File: src/hdl/ssoc_pkg.sv
// Shared constants and controller/datapath interface types for the span overlap checker.
`timescale 1ns / 1ps
`default_nettype none
package ssoc_pkg;

	localparam int MAX_SEG = 1024;
	localparam int IDX_W = $clog2(MAX_SEG);
	localparam int CNT_W = IDX_W + 1;

	localparam logic [1:0] CFG_FILE_SIZE = 2'd0;
	localparam logic [1:0] CFG_SECTOR_SHIFT = 2'd1;
	localparam logic [1:0] CFG_METADATA_END = 2'd2;

	typedef struct packed {
		logic accept;
		logic calc;
		logic commit;
		logic set_i;
		logic inc_i;
		logic clr_j;
		logic inc_j;
		logic rd_en;
		logic rd_sel_j;
		logic lat_cur;
		logic res_load;
		logic res_val;
		logic tbl_clr;
	} ssoc_cmd_t;

	typedef struct packed {
		logic bad;
		logic last;
		logic few;
		logic j_last;
		logic i_last;
		logic overlap;
	} ssoc_sts_t;

endpackage
`default_nettype wire

File: src/hdl/ssoc_ctrl.sv
// Controller: sequences record checks, the pairwise overlap sweep and the result handshake.
`timescale 1ns / 1ps
`default_nettype none
module ssoc_ctrl (
	input  wire logic                clk,
	input  wire logic                arst_n,
	input  wire logic                in_valid,
	output logic                     in_stall,
	output logic                     out_valid,
	input  wire logic                out_stall,
	input  wire ssoc_pkg::ssoc_sts_t sts,
	output ssoc_pkg::ssoc_cmd_t      cmd
);
	import ssoc_pkg::*;

	localparam logic [3:0] ST_IDLE = 4'd0;
	localparam logic [3:0] ST_CALC = 4'd1;
	localparam logic [3:0] ST_COMMIT = 4'd2;
	localparam logic [3:0] ST_EVAL = 4'd3;
	localparam logic [3:0] ST_RDC = 4'd4;
	localparam logic [3:0] ST_LATC = 4'd5;
	localparam logic [3:0] ST_RDJ = 4'd6;
	localparam logic [3:0] ST_CMP = 4'd7;
	localparam logic [3:0] ST_RESULT = 4'd8;

	logic [3:0] state_q, state_d;
	logic       pend_q, pend_d;
	logic       valid_q;
	logic       slot_free;

	assign slot_free = !valid_q || !out_stall;

	always_comb begin
		state_d = state_q;
		pend_d  = pend_q;
		cmd     = '0;
		case (state_q)
			ST_IDLE: begin
				cmd.accept = in_valid;
				if (in_valid)
					state_d = ST_CALC;
			end
			ST_CALC: begin
				cmd.calc = 1'b1;
				state_d  = ST_COMMIT;
			end
			ST_COMMIT: begin
				cmd.commit = 1'b1;
				state_d    = sts.last ? ST_EVAL : ST_IDLE;
			end
			ST_EVAL: begin
				if (sts.bad) begin
					pend_d  = 1'b1;
					state_d = ST_RESULT;
				end else if (sts.few) begin
					pend_d  = 1'b0;
					state_d = ST_RESULT;
				end else begin
					cmd.set_i = 1'b1;
					state_d   = ST_RDC;
				end
			end
			ST_RDC: begin
				cmd.rd_en = 1'b1;
				cmd.clr_j = 1'b1;
				state_d   = ST_LATC;
			end
			ST_LATC: begin
				cmd.lat_cur = 1'b1;
				state_d     = ST_RDJ;
			end
			ST_RDJ: begin
				cmd.rd_en    = 1'b1;
				cmd.rd_sel_j = 1'b1;
				state_d      = ST_CMP;
			end
			ST_CMP: begin
				if (sts.overlap) begin
					pend_d  = 1'b1;
					state_d = ST_RESULT;
				end else if (sts.j_last) begin
					if (sts.i_last) begin
						pend_d  = 1'b0;
						state_d = ST_RESULT;
					end else begin
						cmd.inc_i = 1'b1;
						state_d   = ST_RDC;
					end
				end else begin
					cmd.inc_j = 1'b1;
					state_d   = ST_RDJ;
				end
			end
			ST_RESULT: begin
				if (slot_free) begin
					cmd.res_load = 1'b1;
					cmd.res_val  = pend_q;
					cmd.tbl_clr  = 1'b1;
					state_d      = ST_IDLE;
				end
			end
			default: state_d = ST_IDLE;
		endcase
	end

	always_ff @(posedge clk or negedge arst_n) begin
		if (!arst_n) begin
			state_q <= ST_IDLE;
			pend_q  <= 1'b0;
			valid_q <= 1'b0;
		end else begin
			state_q <= state_d;
			pend_q  <= pend_d;
			if (cmd.res_load)
				valid_q <= 1'b1;
			else if (!out_stall)
				valid_q <= 1'b0;
		end
	end

	assign in_stall  = state_q != ST_IDLE;
	assign out_valid = valid_q;

endmodule
`default_nettype wire

File: config.mk
export PLATFORM = sky130hd
export DESIGN_NAME = ssoc_ctrl
export DESIGN_NICKNAME = d
export VERILOG_FILES = /design/src/hdl/ssoc_pkg.sv /design/src/hdl/ssoc_ctrl.sv
export SDC_FILE = /design/constraint.sdc
export NUM_CORES = 1
export LEC_CHECK = 0
export BUFFER_PORTS_ARGS = -buffer_cell sky130_fd_sc_hd__buf_2
export CAP_MARGIN = 20
export CORE_AREA = 2 2 39 41
export DETAILED_ROUTE_END_ITERATION = 7
export DIE_AREA = 0 0 41 43
export GPL_ROUTABILITY_DRIVEN = 0
export GPL_TIMING_DRIVEN = 0
export MAX_ROUTING_LAYER = met4
export PLACE_DENSITY_LB_ADDON = 0.25
export SLEW_MARGIN = 10
export SYNTH_ARGS = -nofsm -noshare
export SYNTH_HDL_FRONTEND = slang
export SYNTH_SLANG_ARGS = --single-unit
File: constraint.sdc
create_clock -name clk -period 3.3 [get_ports clk]
set_clock_uncertainty 0.05 [all_clocks]
set_input_delay 0.165 -clock clk [delete_from_list [all_inputs] [get_ports clk]]
set_output_delay 0.165 -clock clk [all_outputs]
set_load 0.005 [all_outputs]
==> impl_results.md <==
- Highest Signal Layer: met3
- Pwr Density: 746 nW/um2
- Post-CTS Setup Inserts: 0
- Core area: 1380 um2
- CTS tree: built
- Initial antenna violation count: 0
- Register area: 150 um2
- Clock latency on the worst-skew pair: 0.24 ns
- Routed WL: 1050 um
- Synth cell count leaders: nor2_1 (8), dfrtp_1 (6), a21oi_1 (3), nand2_1 (3), nor3_1 (3)
- Root buffer cell: clkbuf_4
- Metal1 wirelength: 468 um
- Cts bufs inserted: 3
- Critical Path Source Type: flip-flop
- Ys async rst share: 100%
- First-pass GRT wire length: 1770 um
- Fill cells: 156
- Reg2reg start: state_q[3]$_DFFE_PN0P_
- Synth Register Bits: 6
- Total power: 461 uW
- Post-synth top area share: 33.7%
- Crit path capture type: primary output
- Cell count of the worst reg-to-reg path: 4
- DR WL met3: 32 um
- Synth area leader: dfrtp_1
- Die height: 43 um
- Post-Syn Area: 445 um2
- Hold-critical path depth: 3
- Power Internal: 272 uW
- Reg-to-reg critical path endpoint: pend_q$_DFFE_PN0P_
- Comb pwr share: 61.0%
- Wire per inst: 10.9 um
- Tot GR Track Use: 15.2%
- Crit path max fanout: 9
- Hold Startpoint: out_stall
- Worst Path Required: 3.08 ns
- HP Class: input pin to flip-flop
- Main area contributors after synthesis: dfrtp_1 (34%), nor2_1 (6.7%), nand4b_4 (5.3%), a21oi_1 (3.4%), nor3_1 (3.4%)
- Most frequent cell after synthesis: nor2_1
- H-tree depth: 1
- Detailed Routing Iterations Pass 1: 3
- Largest net degree at the start of global routing: 11
- Unrepaired setup endpoints after global routing: no
- Hold EP: out_valid$_DFFE_PN0P_
- Sequential share of power: 25.1%
- P&R area growth vs syn: 38.8%
- Peak VDD IR: 0.200 mV
- Dpl ws: 1.80 ns
- Vias per cell: 4.90
- Library cells used by synthesis: 30
- Outcome: complete, no violations
- Fmax: 0.578 GHz
- Register area share after synthesis: 33.7%
- CTS max path bufs: 2
- Metal2 WL: 549 um
- Synthesized instance count: 52
- Starting Density: 32.2%
- EDFF count, synth: 0
- Main flop type after synthesis: dfrtp_1
- Sw Pwr: 189 uW
- Die span in x: 41 um
- WP data arrival: 1.52 ns
- Crit path time final: 1.73 ns
- Detail Route Antenna Nets: 0
- # DRC: 0
- Top-level port count: 25
- Placed cells: 92
- Slew headroom: 84.9%
- # setup viols final: 0
- Vias in the first global route: 435
- Final Non-Filler Cells: 96
- Leakage: 0.000347 uW
- Antenna cell count: 0
- Area of the multi-input gates: 255 um2
- Flop2flop setup slack: 1.95 ns
- CTS Sinks: 6
- Syn Nets: 62
- Nets: 92
- Clk pwr share: 13.9%
- Syn_area_per_cell: 8.57 um2
- Post-DP HPWL: 811 um
- GRT overflow: 0
- Core Util, Final: 44.7%
- Clk pin slew, worst setup/hold paths: 0.05 ns
- Synth warn: 0
- Critical setup path kind: flip-flop to primary output
- Fin. Hold Viols: 0
- Sw frac: 40.9%
- Max-Cap Viols: 0
- Cell Rows: 14
- Layout cell share with drive strength beyond 1: 43.8%
- Max Slew Vio Count: 0
- Final TNS setup: 0 ns
- Final clock period utilization by the worst path: 52.5%
- IO Port Bufs: 24
- Total number of vias: 470
- Worst setup margin: 1.57 ns
- Iteration-0 DRC Markers: 3
- Tightest Pin Transition: 0.224 ns
- Die area: 1760 um2
[per-layer routing]
metal,up-vias,GRT usage [%]
met5,-,-
met4,0,8.00
met3,0,4.71
met2,10,22.2
met1,215,18.2
li1,245,-
[cell usage in the layout (no fill, tap or decap), types with 2 or more instances in the layout]
| master | n |
|---|---|
| buf_2 | 25 |
| nor2_1 | 8 |
| dfrtp_1 | 6 |
| nor3_1 | 3 |
| a21oi_1 | 3 |
| nand2_1 | 3 |
| clkbuf_4 | 3 |
| buf_4 | 2 |
| nand2b_1 | 2 |
| or4_1 | 2 |
| o21bai_1 | 2 |
[layout make-up]
cell class              instances  area share (%)
well taps                      16            3.24
multi-input cells              40            41.3
plain buffers                   5            5.87
clock buffers                   3            3.64
repair buffers                 25            21.1
inverters                       1           0.607
flip-flops and latches          6            24.3
[worst max path at each step]
| stage | end | startpoint | depth (start not counted) | slack (ns) |
|---|---|---|---|---|
| floorplan | cmd[2] | state_q[1]$_DFFE_PN0P_ | 5 | 1.98 |
| global placement | cmd[2] | state_q[1]$_DFFE_PN0P_ | 6 | 1.83 |
| detailed placement | cmd[2] | state_q[1]$_DFFE_PN0P_ | 6 | 1.80 |
| CTS | cmd[2] | state_q[1]$_DFFE_PN0P_ | 6 | 1.54 |
| global route | cmd[2] | state_q[1]$_DFFE_PN0P_ | 6 | 1.41 |
| finish | cmd[2] | state_q[0]$_DFFE_PN0P_ | 6 | 1.57 |
[critical path: stages, from the launching register on]
cell and delay, ns:
dfrtp_1 0.37, buf_6 0.14, nor2_1 0.19, nand3b_1 0.18
a21oi_1 0.19, buf_4 0.13, buf_2 0.09
[kinds of logic after synthesis]
group / synth area share (%)
buffers and inverters: 8.98
AND/OR/NAND/NOR: 39.6
flip-flops: 33.7
AO/OA/AOI/OAI: 17.7
[state kept, by name, summed over array words and instances (netlist names)]
register and count:
out_valid 1, pend_q 1, state_q 4
[power groups by stage]
stage               Sequential (uW)  Clock (uW)  Combinational, uW
floorplan                       114           0                196
global placement                115           0                277
detailed placement              117           0                284
CTS                             116        67.3                285
global route                    118        76.2                317
finish                          115        64.2                281
[what timing repair did]
item                                   in CTS  in global routing
gates resized for setup                     0                  0
hold buffers                                1                  0
endpoints found under the hold margin       6                  0
[per-stage QoR]
| stage | instance area (um2) | hold WS, ns |
|---|---|---|
| after floorplan | 445 | -0.181 |
| after global placement | 586 | -0.0550 |
| after detailed placement | 586 | -0.0555 |
| after CTS | 618 | 0.130 |
| after global routing | 618 | 0.133 |
| final | 618 | 0.138 |
Note: power is estimated with default switching activity, not from simulation.
